`src/hw/rtl/pai_pkg.sv`:
```
// Package for the Pareto archive: command and status codes, controller command and status structs.
`timescale 1ns / 1ps
package pai_pkg;

  localparam logic [1:0] CMD_INSERT = 2'd0;
  localparam logic [1:0] CMD_CLEAR  = 2'd1;
  localparam logic [1:0] CMD_DUMP   = 2'd2;
  localparam logic [1:0] CMD_NONE   = 2'd3;

  localparam logic [2:0] ST_INSERTED  = 3'd0;
  localparam logic [2:0] ST_DOMINATED = 3'd1;
  localparam logic [2:0] ST_FULL      = 3'd2;
  localparam logic [2:0] ST_CLEARED   = 3'd3;
  localparam logic [2:0] ST_DUMP      = 3'd4;
  localparam logic [2:0] ST_EMPTY     = 3'd5;

  localparam int TAG_W = 16;
  localparam int OBJ_W = 32;
  localparam int MAX_OBJ = 4;

  typedef struct packed {
    logic       idle;
    logic       clr_idx;
    logic       rd;
    logic       inc_i;
    logic       wr_keep;
    logic       wr_new;
    logic       set_cnt_w;
    logic       clr_cnt;
    logic       emit;
    logic       emit_entry;
    logic       emit_last;
    logic [2:0] emit_code;
  } ctrl_t;

  typedef struct packed {
    logic       in_valid;
    logic [1:0] in_cmd;
    logic       i_end;
    logic       count_zero;
    logic       dom_old;
    logic       dom_new;
    logic       w_full;
    logic       dump_last;
    logic       out_free;
  } sts_t;

endpackage

```
`src/hw/rtl/pai_in_if.sv`:
```
// Input item channel of the Pareto archive.
`timescale 1ns / 1ps
interface pai_in_if;
  logic               valid;
  logic               ready;
  logic [1:0]         command;
  logic [15:0]        solution_tag;
  logic signed [31:0] obj_0;
  logic signed [31:0] obj_1;
  logic signed [31:0] obj_2;
  logic signed [31:0] obj_3;
  modport source (output valid, command, solution_tag, obj_0, obj_1, obj_2, obj_3,
                  input ready);
  modport sink (input valid, command, solution_tag, obj_0, obj_1, obj_2, obj_3,
                output ready);
endinterface

```
`src/hw/rtl/pai_out_if.sv`:
```
// Result item channel of the Pareto archive.
`timescale 1ns / 1ps
interface pai_out_if;
  logic               valid;
  logic               ready;
  logic [2:0]         status;
  logic [5:0]         entry_count;
  logic [15:0]        out_tag;
  logic signed [31:0] out_obj_0;
  logic signed [31:0] out_obj_1;
  logic signed [31:0] out_obj_2;
  logic signed [31:0] out_obj_3;
  logic               last;
  modport source (output valid, status, entry_count, out_tag, out_obj_0, out_obj_1,
                  out_obj_2, out_obj_3, last, input ready);
  modport sink (input valid, status, entry_count, out_tag, out_obj_0, out_obj_1,
                out_obj_2, out_obj_3, last, output ready);
endinterface

```
`src/hw/rtl/pai_cfg_if.sv`:
```
// Configuration write channel of the Pareto archive (objective mask).
`timescale 1ns / 1ps
interface pai_cfg_if;
  logic       valid;
  logic       ready;
  logic [3:0] data;
  modport source (output valid, data, input ready);
  modport sink (input valid, data, output ready);
endinterface

```
`src/hw/rtl/pai_ram.sv`:
```
// Generic single-write, single-read RAM with registered read data.
`timescale 1ns / 1ps
module pai_ram #(
  parameter int WIDTH = 144,
  parameter int DEPTH = 32
) (
  input  logic                     clk,
  input  logic                     we,
  input  logic [$clog2(DEPTH)-1:0] waddr,
  input  logic [WIDTH-1:0]         wdata,
  input  logic                     re,
  input  logic [$clog2(DEPTH)-1:0] raddr,
  output logic [WIDTH-1:0]         rdata
);
  logic [WIDTH-1:0] mem [DEPTH];
  logic [WIDTH-1:0] rdata_r;

  always_ff @(posedge clk) begin
    if (we) begin
      mem[waddr] <= wdata;
    end
    if (re) begin
      rdata_r <= mem[raddr];
    end
  end

  assign rdata = rdata_r;
endmodule

```
`src/hw/rtl/pai_ctrl.sv`:
```
// Controller state machine for the Pareto archive: scan, compact, append, clear, dump.
`timescale 1ns / 1ps
module pai_ctrl (
  input  logic          clk,
  input  logic          rst_n,
  input  pai_pkg::sts_t s,
  output pai_pkg::ctrl_t c
);
  import pai_pkg::*;

  typedef enum logic [9:0] {
    S_IDLE      = 10'b0000000001,
    S_CLEAR     = 10'b0000000010,
    S_SCAN_RD   = 10'b0000000100,
    S_SCAN_CHK  = 10'b0000001000,
    S_CMP_RD    = 10'b0000010000,
    S_CMP_CHK   = 10'b0000100000,
    S_APPEND    = 10'b0001000000,
    S_RESP      = 10'b0010000000,
    S_DUMP_RD   = 10'b0100000000,
    S_DUMP_WAIT = 10'b1000000000
  } state_t;

  state_t     state_r, state_nxt;
  logic [2:0] code_r, code_nxt;

  always_ff @(posedge clk) begin
    if (!rst_n) begin
      state_r <= S_IDLE;
      code_r  <= ST_INSERTED;
    end else begin
      state_r <= state_nxt;
      code_r  <= code_nxt;
    end
  end

  always_comb begin
    state_nxt = state_r;
    code_nxt  = code_r;
    c         = '0;
    c.emit_code = code_r;
    unique case (state_r)
      S_IDLE: begin
        c.idle = 1'b1;
        if (s.in_valid) begin
          unique case (s.in_cmd)
            CMD_INSERT: state_nxt = S_SCAN_RD;
            CMD_CLEAR:  state_nxt = S_CLEAR;
            CMD_DUMP:   state_nxt = S_DUMP_RD;
            default:    state_nxt = S_IDLE;
          endcase
        end
      end
      S_CLEAR: begin
        c.clr_cnt = 1'b1;
        code_nxt  = ST_CLEARED;
        state_nxt = S_RESP;
      end
      S_SCAN_RD: begin
        if (s.i_end) begin
          c.clr_idx = 1'b1;
          state_nxt = S_CMP_RD;
        end else begin
          c.rd      = 1'b1;
          state_nxt = S_SCAN_CHK;
        end
      end
      S_SCAN_CHK: begin
        if (s.dom_old) begin
          code_nxt  = ST_DOMINATED;
          state_nxt = S_RESP;
        end else begin
          c.inc_i   = 1'b1;
          state_nxt = S_SCAN_RD;
        end
      end
      S_CMP_RD: begin
        if (s.i_end) begin
          c.set_cnt_w = 1'b1;
          state_nxt   = S_APPEND;
        end else begin
          c.rd      = 1'b1;
          state_nxt = S_CMP_CHK;
        end
      end
      S_CMP_CHK: begin
        // keep survivors, drop entries the new item dominates
        c.wr_keep = !s.dom_new;
        c.inc_i   = 1'b1;
        state_nxt = S_CMP_RD;
      end
      S_APPEND: begin
        if (s.w_full) begin
          code_nxt = ST_FULL;
        end else begin
          c.wr_new = 1'b1;
          code_nxt = ST_INSERTED;
        end
        state_nxt = S_RESP;
      end
      S_RESP: begin
        if (s.out_free) begin
          c.emit      = 1'b1;
          c.emit_last = 1'b1;
          state_nxt   = S_IDLE;
        end
      end
      S_DUMP_RD: begin
        if (s.count_zero) begin
          code_nxt  = ST_EMPTY;
          state_nxt = S_RESP;
        end else begin
          c.rd      = 1'b1;
          state_nxt = S_DUMP_WAIT;
        end
      end
      S_DUMP_WAIT: begin
        c.emit_code = ST_DUMP;
        if (s.out_free) begin
          c.emit       = 1'b1;
          c.emit_entry = 1'b1;
          c.emit_last  = s.dump_last;
          c.inc_i      = 1'b1;
          state_nxt    = s.dump_last ? S_IDLE : S_DUMP_RD;
        end
      end
      default: state_nxt = S_IDLE;
    endcase
  end
endmodule

```
`src/hw/rtl/pai_dp.sv`:
```
// Datapath for the Pareto archive: entry store, dominance compare, indexes, output register.
`timescale 1ns / 1ps
module pai_dp #(
  parameter int CAPACITY       = 32,
  parameter int NUM_OBJECTIVES = 4
) (
  input  logic           clk,
  input  logic           rst_n,
  input  pai_pkg::ctrl_t c,
  output pai_pkg::sts_t  s,
  pai_in_if.sink         in_ch,
  pai_out_if.source      out_ch,
  pai_cfg_if.sink        cfg_ch
);
  import pai_pkg::*;

  localparam int CNT_W = $clog2(CAPACITY + 1);
  localparam int AW    = $clog2(CAPACITY);
  localparam int DW    = TAG_W + NUM_OBJECTIVES * OBJ_W;

  logic [3:0]       mask_r;
  logic [CNT_W-1:0] count_r, i_r, w_r;
  logic [DW-1:0]    new_r, new_word, rd_word, wdata;
  logic             out_valid_r;
  logic [2:0]       status_r;
  logic [5:0]       ecount_r;
  logic [15:0]      tag_r;
  logic signed [31:0] oobj_r [MAX_OBJ];
  logic signed [31:0] in_obj [MAX_OBJ];
  logic signed [31:0] rd_obj [MAX_OBJ];
  logic [NUM_OBJECTIVES-1:0] act_mask;
  logic [CNT_W+5:0] cnt_ext;
  logic             accept;

  assign accept = c.idle && in_ch.valid;
  assign in_ch.ready  = c.idle;
  assign cfg_ch.ready = 1'b1;

  assign in_obj[0] = in_ch.obj_0;
  assign in_obj[1] = in_ch.obj_1;
  assign in_obj[2] = in_ch.obj_2;
  assign in_obj[3] = in_ch.obj_3;

  assign new_word[TAG_W-1:0] = in_ch.solution_tag;
  for (genvar k = 0; k < MAX_OBJ; k++) begin : g_obj
    if (k < NUM_OBJECTIVES) begin : g_used
      assign new_word[TAG_W+OBJ_W*k +: OBJ_W] = in_obj[k];
      assign rd_obj[k] = rd_word[TAG_W+OBJ_W*k +: OBJ_W];
    end else begin : g_unused
      assign rd_obj[k] = '0;
    end
  end

  always_comb begin
    act_mask = mask_r[NUM_OBJECTIVES-1:0];
    if (act_mask == '0) begin
      act_mask = '1;
    end
  end

  function automatic logic dominates(input logic [DW-1:0] a, input logic [DW-1:0] b,
                                     input logic [NUM_OBJECTIVES-1:0] m);
    logic le;
    logic lt;
    logic signed [31:0] x;
    logic signed [31:0] y;
    le = 1'b1;
    lt = 1'b0;
    for (int k = 0; k < NUM_OBJECTIVES; k++) begin
      x = a[TAG_W+OBJ_W*k +: OBJ_W];
      y = b[TAG_W+OBJ_W*k +: OBJ_W];
      if (m[k]) begin
        if (x > y) le = 1'b0;
        if (x < y) lt = 1'b1;
      end
    end
    return le && lt;
  endfunction

  assign wdata = c.wr_new ? new_r : rd_word;

  pai_ram #(.WIDTH(DW), .DEPTH(CAPACITY)) u_ram (
    .clk   (clk),
    .we    (c.wr_keep || c.wr_new),
    .waddr (w_r[AW-1:0]),
    .wdata (wdata),
    .re    (c.rd),
    .raddr (i_r[AW-1:0]),
    .rdata (rd_word)
  );

  always_comb begin
    s            = '0;
    s.in_valid   = in_ch.valid;
    s.in_cmd     = in_ch.command;
    s.i_end      = (i_r == count_r);
    s.count_zero = (count_r == '0);
    s.dom_old    = dominates(rd_word, new_r, act_mask);
    s.dom_new    = dominates(new_r, rd_word, act_mask);
    s.w_full     = (w_r == CNT_W'(CAPACITY));
    s.dump_last  = (CNT_W'(i_r + 1'b1) == count_r);
    s.out_free   = !out_valid_r || out_ch.ready;
  end

  always_ff @(posedge clk) begin
    if (!rst_n) begin
      mask_r      <= '0;
      count_r     <= '0;
      i_r         <= '0;
      w_r         <= '0;
      out_valid_r <= 1'b0;
    end else begin
      if (cfg_ch.valid) begin
        mask_r <= cfg_ch.data;
      end
      if (accept || c.clr_idx) begin
        i_r <= '0;
        w_r <= '0;
      end else begin
        if (c.inc_i) i_r <= CNT_W'(i_r + 1'b1);
        if (c.wr_keep) w_r <= CNT_W'(w_r + 1'b1);
      end
      if (c.clr_cnt) begin
        count_r <= '0;
      end else if (c.set_cnt_w) begin
        count_r <= w_r;
      end else if (c.wr_new) begin
        count_r <= CNT_W'(w_r + 1'b1);
      end
      if (c.emit) begin
        out_valid_r <= 1'b1;
      end else if (out_ch.ready) begin
        out_valid_r <= 1'b0;
      end
    end
  end

  assign cnt_ext = {6'd0, count_r};

  always_ff @(posedge clk) begin
    if (accept) begin
      new_r <= new_word;
    end
    if (c.emit) begin
      status_r <= c.emit_code;
      ecount_r <= cnt_ext[5:0];
      tag_r    <= c.emit_entry ? rd_word[TAG_W-1:0] : 16'd0;
      for (int j = 0; j < MAX_OBJ; j++) begin
        oobj_r[j] <= c.emit_entry ? rd_obj[j] : 32'sd0;
      end
    end
  end

  logic last_r;
  always_ff @(posedge clk) begin
    if (c.emit) begin
      last_r <= c.emit_last;
    end
  end

  assign out_ch.valid       = out_valid_r;
  assign out_ch.status      = status_r;
  assign out_ch.entry_count = ecount_r;
  assign out_ch.out_tag     = tag_r;
  assign out_ch.out_obj_0   = oobj_r[0];
  assign out_ch.out_obj_1   = oobj_r[1];
  assign out_ch.out_obj_2   = oobj_r[2];
  assign out_ch.out_obj_3   = oobj_r[3];
  assign out_ch.last        = last_r;
endmodule

```
`src/hw/rtl/pareto_archive_insert.sv`:
```
// Pareto archive top level: usage notes, controller and datapath, assertions.
// Channels: in_ch takes one command item (insert, clear, dump) when valid and
// ready are high; out_ch gives result items; cfg_ch writes the 4-bit objective
// mask and is always ready. Write the mask only while the block is idle.
// Insert: a scan pass checks whether any stored entry dominates the new one; if
// none does, a compaction pass rewrites the survivors in order through the
// one-write, one-read entry RAM, then the append and response follow.
// Dump: one result per entry; an empty archive gives one result with status
// archive empty. A command code of 3 is accepted and gives no result.
// in_ch.ready is high only while the controller is idle; one item at a time.
// Results sit in an output register; a stalled receiver holds the controller
// in its response state, and a new item is taken while the last result waits.
// Reset empties the archive and clears the mask; the entry RAM is not cleared,
// since only entries below the count are ever read.
`timescale 1ns / 1ps
module pareto_archive_insert #(
  parameter int CAPACITY       = 32,
  parameter int NUM_OBJECTIVES = 4
) (
  input logic       clk,
  input logic       rst_n,
  pai_in_if.sink    in_ch,
  pai_out_if.source out_ch,
  pai_cfg_if.sink   cfg_ch
);
  import pai_pkg::*;

  ctrl_t c;
  sts_t  s;

  pai_ctrl u_ctrl (
    .clk   (clk),
    .rst_n (rst_n),
    .s     (s),
    .c     (c)
  );

  pai_dp #(.CAPACITY(CAPACITY), .NUM_OBJECTIVES(NUM_OBJECTIVES)) u_dp (
    .clk    (clk),
    .rst_n  (rst_n),
    .c      (c),
    .s      (s),
    .in_ch  (in_ch),
    .out_ch (out_ch),
    .cfg_ch (cfg_ch)
  );

  a_emit_free: assert property (@(posedge clk) disable iff (!rst_n)
    c.emit |-> s.out_free)
    else $error("result loaded over an untaken result");

  a_one_write: assert property (@(posedge clk) disable iff (!rst_n)
    !(c.wr_keep && c.wr_new))
    else $error("two store writes in one cycle");

  a_one_item: assert property (@(posedge clk) disable iff (!rst_n)
    (in_ch.valid && in_ch.ready && in_ch.command != CMD_NONE)
    |=> !in_ch.ready)
    else $error("item taken while previous item still at work");

  a_emit_idle: assert property (@(posedge clk) disable iff (!rst_n)
    c.emit |-> !c.idle)
    else $error("result emitted from idle");
endmodule

```
`src/flat_wrapper.sv`:
```
// flat-port wrapper written by rule: the top's interface ports become plain ports
module pareto_archive_insert_flat import pai_pkg::*;
#(
  parameter int CAPACITY       = 32,
  parameter int NUM_OBJECTIVES = 4
)
  (clk, rst_n, in_ch_valid, in_ch_command, in_ch_solution_tag, in_ch_obj_0, in_ch_obj_1, in_ch_obj_2, in_ch_obj_3, in_ch_ready, out_ch_valid, out_ch_status, out_ch_entry_count, out_ch_out_tag, out_ch_out_obj_0, out_ch_out_obj_1, out_ch_out_obj_2, out_ch_out_obj_3, out_ch_last, out_ch_ready, cfg_ch_valid, cfg_ch_data, cfg_ch_ready);
  pai_in_if in_ch_i ();
  pai_out_if out_ch_i ();
  pai_cfg_if cfg_ch_i ();
  input logic clk;
  input logic rst_n;
  input wire logic [$bits(in_ch_i.valid)-1:0] in_ch_valid;
  input wire logic [$bits(in_ch_i.command)-1:0] in_ch_command;
  input wire logic [$bits(in_ch_i.solution_tag)-1:0] in_ch_solution_tag;
  input wire logic [$bits(in_ch_i.obj_0)-1:0] in_ch_obj_0;
  input wire logic [$bits(in_ch_i.obj_1)-1:0] in_ch_obj_1;
  input wire logic [$bits(in_ch_i.obj_2)-1:0] in_ch_obj_2;
  input wire logic [$bits(in_ch_i.obj_3)-1:0] in_ch_obj_3;
  output wire logic [$bits(in_ch_i.ready)-1:0] in_ch_ready;
  output wire logic [$bits(out_ch_i.valid)-1:0] out_ch_valid;
  output wire logic [$bits(out_ch_i.status)-1:0] out_ch_status;
  output wire logic [$bits(out_ch_i.entry_count)-1:0] out_ch_entry_count;
  output wire logic [$bits(out_ch_i.out_tag)-1:0] out_ch_out_tag;
  output wire logic [$bits(out_ch_i.out_obj_0)-1:0] out_ch_out_obj_0;
  output wire logic [$bits(out_ch_i.out_obj_1)-1:0] out_ch_out_obj_1;
  output wire logic [$bits(out_ch_i.out_obj_2)-1:0] out_ch_out_obj_2;
  output wire logic [$bits(out_ch_i.out_obj_3)-1:0] out_ch_out_obj_3;
  output wire logic [$bits(out_ch_i.last)-1:0] out_ch_last;
  input wire logic [$bits(out_ch_i.ready)-1:0] out_ch_ready;
  input wire logic [$bits(cfg_ch_i.valid)-1:0] cfg_ch_valid;
  input wire logic [$bits(cfg_ch_i.data)-1:0] cfg_ch_data;
  output wire logic [$bits(cfg_ch_i.ready)-1:0] cfg_ch_ready;
  assign in_ch_i.valid = in_ch_valid;
  assign in_ch_i.command = in_ch_command;
  assign in_ch_i.solution_tag = in_ch_solution_tag;
  assign in_ch_i.obj_0 = in_ch_obj_0;
  assign in_ch_i.obj_1 = in_ch_obj_1;
  assign in_ch_i.obj_2 = in_ch_obj_2;
  assign in_ch_i.obj_3 = in_ch_obj_3;
  assign in_ch_ready = in_ch_i.ready;
  assign out_ch_valid = out_ch_i.valid;
  assign out_ch_status = out_ch_i.status;
  assign out_ch_entry_count = out_ch_i.entry_count;
  assign out_ch_out_tag = out_ch_i.out_tag;
  assign out_ch_out_obj_0 = out_ch_i.out_obj_0;
  assign out_ch_out_obj_1 = out_ch_i.out_obj_1;
  assign out_ch_out_obj_2 = out_ch_i.out_obj_2;
  assign out_ch_out_obj_3 = out_ch_i.out_obj_3;
  assign out_ch_last = out_ch_i.last;
  assign out_ch_i.ready = out_ch_ready;
  assign cfg_ch_i.valid = cfg_ch_valid;
  assign cfg_ch_i.data = cfg_ch_data;
  assign cfg_ch_ready = cfg_ch_i.ready;
  pareto_archive_insert #(.CAPACITY(CAPACITY), .NUM_OBJECTIVES(NUM_OBJECTIVES)) u_core (.clk(clk), .rst_n(rst_n), .in_ch(in_ch_i), .out_ch(out_ch_i), .cfg_ch(cfg_ch_i));
endmodule
```
`config.mk`:
```
export PLATFORM = sky130hd
export DESIGN_NAME = pareto_archive_insert_flat
export DESIGN_NICKNAME = d
export VERILOG_FILES = /design/src/hw/rtl/pai_pkg.sv /design/src/hw/rtl/pai_in_if.sv /design/src/hw/rtl/pai_out_if.sv /design/src/hw/rtl/pai_cfg_if.sv /design/src/hw/rtl/pai_ram.sv /design/src/hw/rtl/pai_ctrl.sv /design/src/hw/rtl/pai_dp.sv /design/src/hw/rtl/pareto_archive_insert.sv /design/src/flat_wrapper.sv
export SDC_FILE = /design/constraint.sdc
export NUM_CORES = 2
export LEC_CHECK = 0
export BUFFER_PORTS_ARGS = -buffer_cell sky130_fd_sc_hd__clkbuf_2
export CAP_MARGIN = 20
export CORE_MARGIN = 1
export CORE_UTILIZATION = 40
export DETAILED_ROUTE_END_ITERATION = 8
export PLACE_DENSITY = 0.55
export REMOVE_ABC_BUFFERS = 1
export SLEW_MARGIN = 25
export SYNTH_ARGS = -nofsm -noshare
export SYNTH_HDL_FRONTEND = slang
export SYNTH_HIERARCHICAL = 1
export SYNTH_MEMORY_MAX_BITS = 65536
export SYNTH_SLANG_ARGS = --single-unit
```
`constraint.sdc`:
```
create_clock -name clk -period 19.3 [get_ports clk]
set_input_delay 0.965 -clock clk [delete_from_list [all_inputs] [get_ports clk]]
set_output_delay 0.965 -clock clk [all_outputs]
set_load 0.01 [all_outputs]
```
== Yosys cells after proc, flatten, opt, wreduce, memory -nomap -nowiden ==
Memories as Yosys holds them, arrays and structs flattened. A register that Yosys moved wholly into a read port is not among the register bits.
Index checks and enable logic that the tools add are counted.

* $add $sub $neg: 2
* Multipliers: 0
* Div/mod/pow operators: 0
* Magnitude comparators: 16
* Equal/unequal tests: 20
* Shift-type cells: 0
* Mux-type cells: 78
* Bitwise operators: 1
* Reductions and logical operators: 20

{| class="wikitable"
|+ Operator list
! operator !! count
|-
| $gt A32 B32 Y1 || 8
|-
| $lt A32 B32 Y1 || 8
|-
| $mux W144 || 1
|-
| $mux W32 || 4
|-
| $pmux W10 S9 || 1
|-
| $mux W1 || 51
|-
| $mux W10 || 4
|-
| $pmux W9 S3 || 1
|-
| $add A6 B1 Y6 const B || 2
|-
| $eq A6 B6 Y1 || 2
|-
| $mux W6 || 2
|-
| $pmux W3 S4 || 1
|-
| $eq A10 B1 Y1 const B || 1
|-
| $eq A10 B10 Y1 const B || 1
|-
| $eq A10 B2 Y1 const B || 1
|-
| $eq A10 B3 Y1 const B || 1
|-
| $eq A10 B4 Y1 const B || 1
|-
| $eq A10 B5 Y1 const B || 1
|-
| $eq A10 B6 Y1 const B || 1
|-
| $eq A10 B7 Y1 const B || 1
|-
| $eq A10 B8 Y1 const B || 1
|-
| $eq A10 B9 Y1 const B || 1
|-
| $mux W3 || 3
|-
| $mux W9 || 1
|-
| 23 further kinds || 38
|}

* Bits in registers: 206
* Latch bits: 0
* Memory bits (writable): 4736
* ROM bits: 0
* Input bits: 155
* Output and inout bits: 157
* Memories: 2

{| class="wikitable"
|+ Memory list
! memory !! words !! width !! rd ports !! clocked after memory_dff !! write ports !! line !! RTL
|-
| u_core.u_dp.u_ram.mem || 32 || 144 || 1 || 1 || 1 || pai_ram.sv:15 || <nowiki>logic [WIDTH-1:0] mem [DEPTH];</nowiki>
|-
| u_core.u_dp.oobj_r || 4 || 32 || 4 || 0 || 4 || pai_dp.sv:28 || <nowiki>logic signed [31:0] oobj_r [MAX_OBJ];</nowiki>
|}

== Depth between registers and ports, before layout ==
* Depth in word-level cells: 15
* Gate-level depth with buffers: 16
* Mapped depth without buffers: 15

== Cells and area by module ==
The synthesis kept the hierarchy.

{| class="wikitable"
|+ Modules (own cells, without submodules)
! module !! times used !! cells an instance !! area an instance (um^2) !! sequential area each (um^2)
|-
| pai_ram || 1 || 7236 || 175922.5 || 142696.9
|-
| pai_dp || 1 || 1377 || 15954.1 || 9409.0
|-
| pai_ctrl || 1 || 123 || 1002.2 || 260.2
|}

== Least setup slack after synthesis ==
No wires, ideal clock.

* Path type: flip-flop to flip-flop
* From: reg u_core.u_dp.new_r[30]
* To: mem u_core.u_dp.u_ram.mem[20][0], enable pin
* Arrival time: 9259 ps
* Required time: 18650 ps
* Setup slack: 9391 ps
* Stages on the path, launching flop included: 16
* Period minus slack after synthesis: 9909 ps
* Cells stage by stage: edfxtp_1 > ha_1 > a21oi_1 > nand2_1 > a22o_1 > or4_1 > a21oi_1 > xor2_1 > a2bb2oi_1 > a211oi_1 > nor2_1 > clkbuf_1 > or2_2 > or3b_2 > clkbuf_1 > nor2_1

{| class="wikitable"
|+ RTL lines
! item !! line !! RTL
|-
| start, declared || pai_dp.sv:23 || <nowiki>logic [DW-1:0] new_r, new_word, rd_word, wdata;</nowiki>
|-
| start signal, assigned || pai_dp.sv:142 || <nowiki>new_r <= new_word;</nowiki>
|-
| end, declared || pai_ram.sv:15 ||
|}

==> key figures <==
Power
  – Fraction of power spent switching nets: 20.2%
  – Cell internal pwr: 17.7 mW
  – Leak: 65.7 nW
  – Psw: 4.50 mW
  – Clock power frac: 44.9%
  – PD cells: 101 nW/um^2
  – Total power: 22.2 mW
  – Combinational Power Share: 1.0%
  – Sequential share of power: 54.1%
  – Maximum vdd drop: 115 uV

Die
  – DIE WIDTH: 696 um
  – Die Area: 485000 um^2
  – IO Pins: 312
  – Initial Util: 40.2%
  – Die height: 696 um
  – Core footprint: 479000 um^2
  – Row Count: 254

Drt
  – DR WL/cell: 36.0 um
  – First-pass iteration count of the detailed router: 5
  – Met2 Routed Length: 278000 um
  – Met3 wire length: 53700 um
  – Drc violations: 0
  – Total length of routed wires: 589000 um
  – Drt via density: 5.95
  – Initial DRC count: 12723
  – WL met1: 240000 um
  – Top Metal Used: met5
  – Final ANT Viol Nets: 0
  – Via count: 97276

Synthesis
  – Synth top area share: 78.6%
  – Yosys reg bits: 5086
  – Most frequent cell after synthesis: edfxtp_1
  – Post-synth EDFFs: 5050
  – Synth warnings: 6
  – Post-synth top cells: edfxtp_1 (5050), mux4_2 (1076), o22ai_1 (502)
  – Main synth FF type: edfxtp_1
  – Main combinational cell family by area after synthesis: multiplexers
  – Distinct cells, synth: 82
  – Ranking of synthesized cells by area: edfxtp_1 (79%), mux4_2 (13%), o22ai_1 (1.6%)
  – Post-Syn Area: 193000 um^2
  – Synth Area in XOR/XNOR: 0.0999%
  – Simple-gate area share of the yosys netlist: 2.12%
  – Seq/Total Area, Yosys: 79.0%
  – Mean Syn Cell Area: 22.1 um^2
  – Post-synthesis mux area share: 13.5%
  – Synth area leader: edfxtp_1
  – Complex-gate fraction of the synthesized area: 2.90%
  – Synth Area in Adders: 0.850%
  – Synth Instances: 8736
  – Ys async rst share: 0%

Worst hold path
  – Hold EP: u_core/u_dp/new_r[69]$_DFFE_PP_
  – Worst min path class: input port to flop
  – Hold path cells: 1
  – Hold_sp: in_ch_obj_1[21]

Final layout
  – Area Overhead vs Synth: 14.5%
  – Post-route cell area: 221000 um^2
  – Final std cells w/o fill: 16349
  – Layout cells sized above 1: 26.5%
  – Nets: 9785
  – Multi-input gate area: 38200 um^2
  – FILL cells: 39986
  – Seq. cell area: 152000 um^2

Clocking
  – Number of clock sinks: 5086
  – CTS Buf Count: 542
  – Later-pin clock latency in the skew report: 1.08 ns
  – Setup bufs post-CTS: 0
  – CTS tree: done
  – Max Buffers Root-to-Sink: 4
  – Clock Pin Slew Worst Setup and Hold Paths: 0.06 ns
  – Post-CTS resize count: 0
  – Clock tree root buffer cell: clkbuf_16
  – CTS Hold Bufs: 6
  – H-tree levels: 6

Setup path
  – Required @ worst endpoint: 20.00 ns
  – Register-to-register path setup slack: 10.14 ns
  – CP Capture Type: flop
  – Critical path class: flop to flop
  – Worst r2r path cells: 17
  – Crit start category: flop
  – Worst-path fanout max: 42
  – R2r startpoint: u_core/u_dp/u_ram/rdata[91]$_DFFE_PP_
  – Worst reg2reg endpoint: u_core/u_dp/u_ram/mem[30][82]$_DFFE_PP_
  – Arrival time worst endpoint: 9.86 ns

STA
  – Setup Total Neg Slack: 0 ns
  – Setup Viol. Count Final: 0
  – Relative slew slack: 21.0%
  – Fmax: 109 MHz
  – Fin crit share: 47.5%
  – Worst-Margin Slew: 1.17 ns
  – Final Critical Period: 9.16 ns
  – Fin. Hold Viols: 0
  – Setup Skew: 0.0859 ns
  – Slew Limit Fails: 0
  – Unrepaired setup endpoints after global routing: no

Global routing
  – Vias in the first global route: 96371
  – Congestion Overflow GR: 0
  – Total GRT Usage: 23.9%
  – Largest net degree at the start of global routing: 133
  – First-pass GRT wire length: 805000 um
  – Initial antenna violation count: 74

Placement
  – Cell Area, Placed: 204000 um^2
  – DP Cell Count: 15344
  – Final GP Congestion: 0.836
  – Final HPWL DP: 348000 um
  – Port Buffers: 310

Run
  – # Max-Cap Violations: 0

Outcome
  – Outcome: finished clean
[registers in the layout, indices dropped and copies added (netlist names), 10 cells and up]
signal	flops
u_core/u_dp/u_ram/rdata	144
u_core/u_dp/out_ch.out_tag	16
u_core/u_dp/new_r	144
u_core/u_ctrl/state_r	10
u_core/u_dp/oobj_r	128
u_core/u_dp/u_ram/mem	4608
[how the worst max path moves through the flow]
| stage | end | depth (start not counted) | startpoint |
|---|---|---|---|
| final | u_core/u_dp/u_ram/mem[30][82]$_DFFE_PP_ | 17 | u_core/u_dp/u_ram/rdata[91]$_DFFE_PP_ |
| after global routing | u_core/u_dp/u_ram/mem[30][93]$_DFFE_PP_ | 17 | u_core/u_dp/u_ram/rdata[91]$_DFFE_PP_ |
| after CTS | u_core/u_dp/u_ram/mem[30][73]$_DFFE_PP_ | 17 | u_core/u_dp/u_ram/rdata[91]$_DFFE_PP_ |
| after detailed placement | u_core/u_dp/u_ram/mem[30][20]$_DFFE_PP_ | 17 | u_core/u_dp/u_ram/rdata[91]$_DFFE_PP_ |
| after global placement | u_core/u_dp/u_ram/mem[30][13]$_DFFE_PP_ | 15 | u_core/u_dp/new_r[103]$_DFFE_PP_ |
| after floorplan | u_core/u_dp/u_ram/rdata[104]$_DFFE_PP_ | 4 | u_core/u_dp/i_r[0]$_SDFFE_PP0P_ |
[area by class of cell]
cell class	instances	area share [%]
Sequential cell	5086	69.0
Multi-Input combinational cell	3048	17.3
Clock buffer	664	6.51
Tap cell	6400	3.63
Timing Repair Buffer	681	2.21
Clock inverter	276	1.07
Inverter	140	0.238
Antenna cell	54	0.0612
[kinds of logic (layout without fill, tap and decap cells)]
kind of cell / count (synthesis) / after routing
fa+ha+maj: 131 / 131
simple gates: 745 / 745
other cells: 1 / 55
buf+inv: 602 / 1761
flops: 5086 / 5086
compound gates: 888 / 888
xor+xnor: 22 / 22
mux: 1261 / 1261
[cells in the final DEF, fill, tap and decap left out, types with 121 or more instances in the layout]
cell	netlist	final
edfxtp_1	5050	5050
mux4_2	1076	1076
clkbuf_16	0	556
o22ai_1	502	502
buf_4	96	325
clkbuf_2	0	310
nand2_1	168	166
mux2i_1	165	165
and2_1	148	146
inv_1	140	140
ha_1	131	131
nor4_1	136	121
[per-layer routing]
metal | up-vias | global-route usage [%]
met4 | 14 | 6.75
met3 | 731 | 4.89
met1 | 53150 | 34.0
met5 | - | 0
met2 | 4792 | 37.7
li1 | 38589 | -
[power by group through the flow]
stage / Combinational (mW) / Clock [mW] / Sequential (mW)
final: 0.223 / 9.97 / 12.0
after global routing: 0.235 / 10.5 / 12.0
after CTS: 0.221 / 10.1 / 12.0
after detailed placement: 0.218 / 0 / 12.3
after global placement: 0.220 / 0 / 12.3
after floorplan: 0.0825 / 0 / 12.3
[critical path, stage by stage (launching register included)]
cell and delay [ns]:
edfxtp_1 0.36, inv_1 0.07, ha_1 0.30, nand4_1 0.61, nor4_4 0.89, a21boi_1 0.32
o31a_1 0.40, o22ai_1 0.31, a311oi_1 0.77, a221o_1 0.25, a211oi_1 0.07, nor2_1 0.70
or2_2 0.28, nand3b_1 0.61, nor2_4 0.64, buf_4 0.50, buf_4 0.69, buf_4 0.72
[stage by stage]
step	hold slack, ns	worst slack [ns]	utilization (%)
after global routing	0.0346	10.00	46.1
after global placement	0.445	10.25	42.5
after detailed placement	0.443	10.30	42.5
after floorplan	0.430	-41.69	-
final	0.0844	10.14	46.1
after CTS	0.00146	10.30	46.0
(Power assumes the default switching activity.)
